[config.mk]
export PLATFORM = sky130hd
export DESIGN_NAME = bmpe_isqrt
export DESIGN_NICKNAME = d
export VERILOG_FILES = /design/src/rtl/core/bmpe_pkg.sv /design/src/rtl/core/bmpe_isqrt.sv
export SDC_FILE = /design/constraint.sdc
export NUM_CORES = 2
export LEC_CHECK = 0
export BUFFER_PORTS_ARGS = -buffer_cell sky130_fd_sc_hd__buf_4
export CORE_UTILIZATION = 35
export DETAILED_ROUTE_END_ITERATION = 10
export SYNTH_ARGS = -nofsm -noshare
export SYNTH_HDL_FRONTEND = slang
export SYNTH_SLANG_ARGS = --single-unit
[constraint.sdc]
create_clock -name clk_i -period 4.95 [get_ports clk_i]
set_input_delay 1.485 -clock clk_i [delete_from_list [all_inputs] [get_ports clk_i]]
set_output_delay 1.485 -clock clk_i [all_outputs]
set_load 0.1 [all_outputs]
[src/rtl/core/bmpe_pkg.sv]
// shared types, constants and spike step tables for the brush mask evaluator
`timescale 1ns / 1ps
package bmpe_pkg;

  localparam int TABLE_DEPTH_DEF = 4096;
  localparam int OVERSAMPLE_DEF  = 4;
  localparam int COORD_BITS_DEF  = 12;

  localparam int QBITS      = 14;
  localparam int QHALF      = 8192;
  localparam int MAX_SPIKES = 20;
  localparam int MAX_FOLDS  = MAX_SPIKES / 2;
  localparam int FOLD_CNT_W = $clog2(MAX_FOLDS + 1);

  // configuration port
  localparam int CFG_IDX_W  = 3;
  localparam int CFG_DATA_W = 18;

  typedef enum logic [CFG_IDX_W-1:0] {
    REG_SHAPE  = 3'd0,
    REG_SPIKES = 3'd1,
    REG_COS    = 3'd2,
    REG_SIN    = 3'd3,
    REG_ASPECT = 3'd4,
    REG_RADIUS = 3'd5
  } reg_e;

  typedef enum logic [1:0] {
    SHAPE_CIRCLE  = 2'd0,
    SHAPE_SQUARE  = 2'd1,
    SHAPE_DIAMOND = 2'd2
  } shape_e;

  // per-word tag that rides along the pipeline
  typedef struct packed {
    logic        func;
    logic [11:0] tidx;
    logic [15:0] tword;
  } tag_t;

  // round(16384*cos(2*pi/n))
  function automatic logic signed [15:0] step_cos(input logic [4:0] n);
    logic signed [15:0] r;
    case (n)
      5'd3:    r = -16'sd8192;
      5'd4:    r = 16'sd0;
      5'd5:    r = 16'sd5063;
      5'd6:    r = 16'sd8192;
      5'd7:    r = 16'sd10215;
      5'd8:    r = 16'sd11585;
      5'd9:    r = 16'sd12551;
      5'd10:   r = 16'sd13255;
      5'd11:   r = 16'sd13783;
      5'd12:   r = 16'sd14189;
      5'd13:   r = 16'sd14507;
      5'd14:   r = 16'sd14761;
      5'd15:   r = 16'sd14968;
      5'd16:   r = 16'sd15137;
      5'd17:   r = 16'sd15278;
      5'd18:   r = 16'sd15396;
      5'd19:   r = 16'sd15496;
      5'd20:   r = 16'sd15582;
      default: r = 16'sd0;
    endcase
    return r;
  endfunction

  // round(16384*sin(2*pi/n))
  function automatic logic signed [15:0] step_sin(input logic [4:0] n);
    logic signed [15:0] r;
    case (n)
      5'd3:    r = 16'sd14189;
      5'd4:    r = 16'sd16384;
      5'd5:    r = 16'sd15582;
      5'd6:    r = 16'sd14189;
      5'd7:    r = 16'sd12810;
      5'd8:    r = 16'sd11585;
      5'd9:    r = 16'sd10531;
      5'd10:   r = 16'sd9630;
      5'd11:   r = 16'sd8858;
      5'd12:   r = 16'sd8192;
      5'd13:   r = 16'sd7614;
      5'd14:   r = 16'sd7109;
      5'd15:   r = 16'sd6664;
      5'd16:   r = 16'sd6270;
      5'd17:   r = 16'sd5919;
      5'd18:   r = 16'sd5604;
      5'd19:   r = 16'sd5320;
      5'd20:   r = 16'sd5063;
      default: r = 16'sd0;
    endcase
    return r;
  endfunction

endpackage

[src/rtl/core/bmpe_isqrt.sv]
// pipelined integer square root, one root bit per stage
`timescale 1ns / 1ps
module bmpe_isqrt
  import bmpe_pkg::*;
#(
  parameter int IN_W   = 52,
  parameter int SIDE_W = 8
) (
  input  logic                  clk_i,
  input  logic                  rst_ni,
  input  logic                  en_i,
  input  logic                  valid_i,
  input  logic [IN_W-1:0]       rad_i,
  input  logic [SIDE_W-1:0]     side_i,
  output logic                  valid_o,
  output logic [IN_W/2-1:0]     root_o,
  output logic [SIDE_W-1:0]     side_o
);

  localparam int NS = IN_W / 2;
  localparam int RW = NS + 2;

  logic              valid_q [NS];
  logic [IN_W-1:0]   rad_q   [NS];
  logic [RW-1:0]     rem_q   [NS];
  logic [NS-1:0]     root_q  [NS];
  logic [SIDE_W-1:0] side_q  [NS];

  for (genvar j = 0; j < NS; j++) begin : g_stage
    logic              v_in;
    logic [IN_W-1:0]   rad_in;
    logic [RW-1:0]     rem_in;
    logic [NS-1:0]     root_in;
    logic [SIDE_W-1:0] side_in;
    logic [RW+1:0]     acc, trial;
    logic              ge;

    if (j == 0) begin : g_first
      assign v_in    = valid_i;
      assign rad_in  = rad_i;
      assign rem_in  = '0;
      assign root_in = '0;
      assign side_in = side_i;
    end else begin : g_next
      assign v_in    = valid_q[j-1];
      assign rad_in  = rad_q[j-1];
      assign rem_in  = rem_q[j-1];
      assign root_in = root_q[j-1];
      assign side_in = side_q[j-1];
    end

    assign acc   = {rem_in, rad_in[IN_W-1 -: 2]};
    assign trial = (RW+2)'({root_in, 2'b01});
    assign ge    = acc >= trial;

    always_ff @(posedge clk_i or negedge rst_ni) begin
      if (!rst_ni) begin
        valid_q[j] <= 1'b0;
      end else if (en_i) begin
        valid_q[j] <= v_in;
      end
    end

    always_ff @(posedge clk_i) begin
      if (en_i) begin
        rad_q[j]  <= rad_in << 2;
        rem_q[j]  <= ge ? RW'(acc - trial) : RW'(acc);
        root_q[j] <= {root_in[NS-2:0], ge};
        side_q[j] <= side_in;
      end
    end
  end

  assign valid_o = valid_q[NS-1];
  assign root_o  = root_q[NS-1];
  assign side_o  = side_q[NS-1];

endmodule

Yosys cells after proc, flatten, opt, wreduce, memory -nomap -nowiden
Memory sizes are Yosys's and may differ from the RTL's.
Index checks and enable logic that the tools add are counted.
{"block": "classes", "add_sub_neg": 26, "n_lt_le_gt_ge": 26, "mux": 28}
{"op": "$ge 30x28->1", "count": 25}
{"op": "$mux 28", "count": 26}
{"op": "$sub 28x28->28", "count": 25}
{"op": "$sub 2x1->3 const B", "count": 1}
{"op": "$ge 2x1->1 const B", "count": 1}
{"op": "$mux 1", "count": 2}
{"block": "word_totals", "reg_bits": 26, "ramBits": 2912, "inputBits": 64, "out_inout_bits": 35, "elab_cells": 110, "mem_count": 4}
{"memory": "rad_q", "depth": 26, "word_bits": 50, "rd": 25, "rd_clocked_by_memory_dff": 0, "write_ports": 26, "line": "bmpe_isqrt.sv:24", "source": "logic [IN_W-1:0] rad_q [NS];"}
{"memory": "rem_q", "depth": 26, "word_bits": 28, "rd": 25, "rd_clocked_by_memory_dff": 0, "write_ports": 26, "line": "bmpe_isqrt.sv:25", "source": "logic [RW-1:0] rem_q [NS];"}
{"memory": "root_q", "depth": 26, "word_bits": 26, "rd": 26, "rd_clocked_by_memory_dff": 0, "write_ports": 26, "line": "bmpe_isqrt.sv:26", "source": "logic [NS-1:0] root_q [NS];"}
{"memory": "side_q", "depth": 26, "word_bits": 8, "rd": 26, "rd_clocked_by_memory_dff": 0, "write_ports": 26, "line": "bmpe_isqrt.sv:27", "source": "logic [SIDE_W-1:0] side_q [NS];"}

Longest topological paths before layout
An unclocked memory read counts as a cell.
{"block": "depth", "depth_word": 3, "ltp_mapped": 15, "mapped_depth_nobuf": 12}

Worst setup path after synthesis
Ideal clock, no wire load.
{"block": "synth_timing", "path_type": "flip-flop to flip-flop", "from": "memory rem_q[0][176] (netlist name)", "to": "memory rem_q[0][220] (netlist name) (data pin)", "setup_time_ns": 0.257, "t_arrival_ns": 3.445, "required_ns": 4.693, "slack_ns": 1.248, "path_stages_with_launch": 11, "n_path_buf": 1, "period_less_slack_ns": 3.702, "cell_sequence": "edfxtp_1 -> or3_1 -> or3_4 -> or4_4 -> or4_4 -> or3_1 -> buf_2 -> or3_4 -> o21ai_2 -> and3b_1 -> xor2_1"}
{"item": "start: declaration", "line": "bmpe_isqrt.sv:25"}

==> results.cfg <==
[sta]
worstMarginPinSlew_ps = 1016
finalCritPeriodShare_pct = 83.47
slew_headroom_pct = 32.21
fmax_mhz = 242.0
clock_skew_ps = 79.97
setup_viol = 0
finalSetupTns_ps = 0
fin_ws_ps = 818.1
hold_viol = 0
slew_violations = 0
rsz0062_at_grt = no
finalCriticalPeriod_ps = 4132

[synthesis]
syn_avg_cell_area_sq_um = 13.59
syn_area_sq_um = 84370
ys_seq_area_share_pct = 67.36
syn_inst = 6209
synth_warnings = 0
synth-seq-cells = 1897
syn_nets = 6652
ys_types = 83
async_flop_share_pct = 1.371
synthFlopType = edfxtp_1
synth_edf_count = 1871

[clock_network]
cts.repair.resized = 0
clock-sinks = 1897
clk_latency_ps = 860
postCtsSetupBuffers = 0
clk_pin_slew_worst_paths_ps = 60
clockBufferDepth = 3
numCtsBuffers = 204
htree_levels = 4
cts_hold_buf = 0
cts_tree = done
clockRootBuffer = clkbuf_16

[drt]
dr.pass1.iters = 6
wl_met1_mm = 71.01
vias = 47868
drtAntennaViolNets = 0
top_layer = met4
routedWlPerCell_um = 15.90
drtIter0Drc = 3151
wl_mm = 156.1
vias_per_cell = 4.876
wl_met3_mm = 6.255
met2_length_mm = 72.65
drc = 0

[setup_path]
worst_setup_path_start_kind = register
crit_arrival_ps = 4740
required_ps = 5550
path_max_fanout = 36
startpoint = rem_q[1][199]
path_class = register to register
end_kind = register
cp_cell_sequence = ha_1 > nand4_1 > a211oi_1 > o41ai_1 > a21oi_1 > nor4_1 > o21ba_2 > and2_1 > buf_4 > mux2_2
cp_slowest_stage_delay_ps = 470
rr_startpoint = rem_q[1][199]
slowest_stage = nor4_1

[power_and_ir_drop]
power_density_nw_per_um2 = 451.9
irDropWorstVdd_uv = 302.5
power.total_mw = 43.64
p_leak_nw = 36.22

[cells_and_area]
drive_gt1_share_pct = 9.099
multi_input_area_sq_um = 25300
nFillCells = 22086
final_common_cell = edfxtp_1
nets = 6913
final_util_pct = 40.45
seq_area_sq_um = 56830
mostFrequentLayoutCells = edfxtp_1 (1871), inv_1 (485), nand2_1 (394)
syn2layout_area_growth_pct = 14.45
stdcell_area_sq_um = 96570

[placed_design]
io_buffers = 98
preCtsSetupSlack_ps = 815.1
dp_hpwl_mm = 109.0
placed_area_sq_um = 89550
globalplace.congestion = 0.9053

[floorplanning]
core_sq_um = 238700
die_x_um = 493.0
start_util_pct = 35.34
die_y_um = 493.0
rows = 179
dieArea_sq_um = 243000
ios = 99

[job]
cap_violations = 0

[min_path]
hold_class = register to register
hp-start = rad_q[0][217]

[global_route]
grt.total_usage_pct = 12.62
grt_pass1_vias = 47001
grt_pass1_wl_mm = 249.2
grt_overflow_total = 0
grt_max_degree = 112
antenna_found_initial = 1

[outcome]
status = finished clean
[flip-flops by register name, indices dropped and copies added, names as in the netlist]
| register | cells |
|---|---|
| rem_q | 662 |
| rad_q | 650 |
| root_q | 351 |
| side_q | 208 |
| g_stage.v_in | 25 |
| valid_o | 1 |
[cell families after synthesis]
group / Yosys count / share of synthesized area, %
DFF: 1897 / 67.36
and+or+nand+nor: 1531 / 9.000
AOI/OAI and AO/OA: 1173 / 8.616
buffers and inverters: 605 / 2.702
xor gates and xnor gates: 541 / 5.616
adders and majority gates: 379 / 5.620
muxes: 82 / 1.080
other: 1 / 0.004445
[power breakdown]
group	internal [mW]	switching, mW	total [mW]	leakage (nW)
Sequential	20.0	1.13	21.1	18.3
Clock	9.03	6.47	15.5	3.37
Combinational	2.94	4.07	7.01	14.6
[synth_stat cells, drive strengths merged, types with 37 or more instances]
cell type / instances / share of area (%)
o31ai: 37 / 0.33
nand2: 394 / 1.8
nand4: 57 / 0.42
nor4: 80 / 0.59
nand2b: 68 / 0.50
o21a: 78 / 0.69
o21ai: 315 / 1.9
inv: 486 / 2.2
or3: 51 / 0.39
a21oi: 349 / 2.1
nand3: 95 / 0.56
clkbuf: 101 / 0.45
nor2b: 47 / 0.35
a21o: 131 / 1.2
ha: 379 / 5.6
mux2: 72 / 0.96
nor2: 376 / 1.7
xnor2: 261 / 2.7
xor2: 280 / 2.9
edfxtp: 1871 / 67
or4: 44 / 0.40
nor3: 155 / 0.92
[path summary, 6_finish.rpt]
check | to | slack [ps] | cells after the start
worst max-delay path | rem_q[1][232] | 820 | 10
worst min-delay path | rad_q[0][269] | 340 | 0
worst max register to register | rem_q[1][232] | 820 | 10
worst min register to register | rad_q[0][269] | 340 | 0
max in group asynchronous | g_stage[24].v_in | 4130 | 1
min in group asynchronous | g_stage[1].v_in | 570 | 1
[final cells by class]
type	count	share of cell area (%)
clock inverter	146	1.797
antenna	2	0.005183
inverter	487	1.893
tap	3167	4.104
clock buffer	239	5.467
multi-input combinational	3707	26.20
sequential	1897	58.86
timing repair buffer	173	1.677
[metrics by stage]
| stage | instances | hold WS [ps] |
|---|---|---|
| 6_report | 9818 | 338.9 |
| 5_1_grt | 9816 | 333.9 |
| 2_1_floorplan | 6209 | 400.3 |
| 3_3_place_gp | 9431 | 400.4 |
| 4_1_cts | 9816 | 330.2 |
| 3_5_place_dp | 9431 | 404.5 |
[routing by layer]
metal / vias to the layer above / GRT usage, %
met2: 963 / 20.57
met5: - / 0
met1: 22966 / 16.44
met4: 0 / 5.670
li1: 23588 / -
met3: 351 / 2.190
[worst max-delay path, delay by kind of cell (launching register included)]
kind,cells,cell delay (ps)
buf+inv,1,420
mux,1,370
simple gates,3,1220
flops,1,410
fa+ha+maj,1,380
compound gates,4,1060
Power figures use the tool's default switching activity.
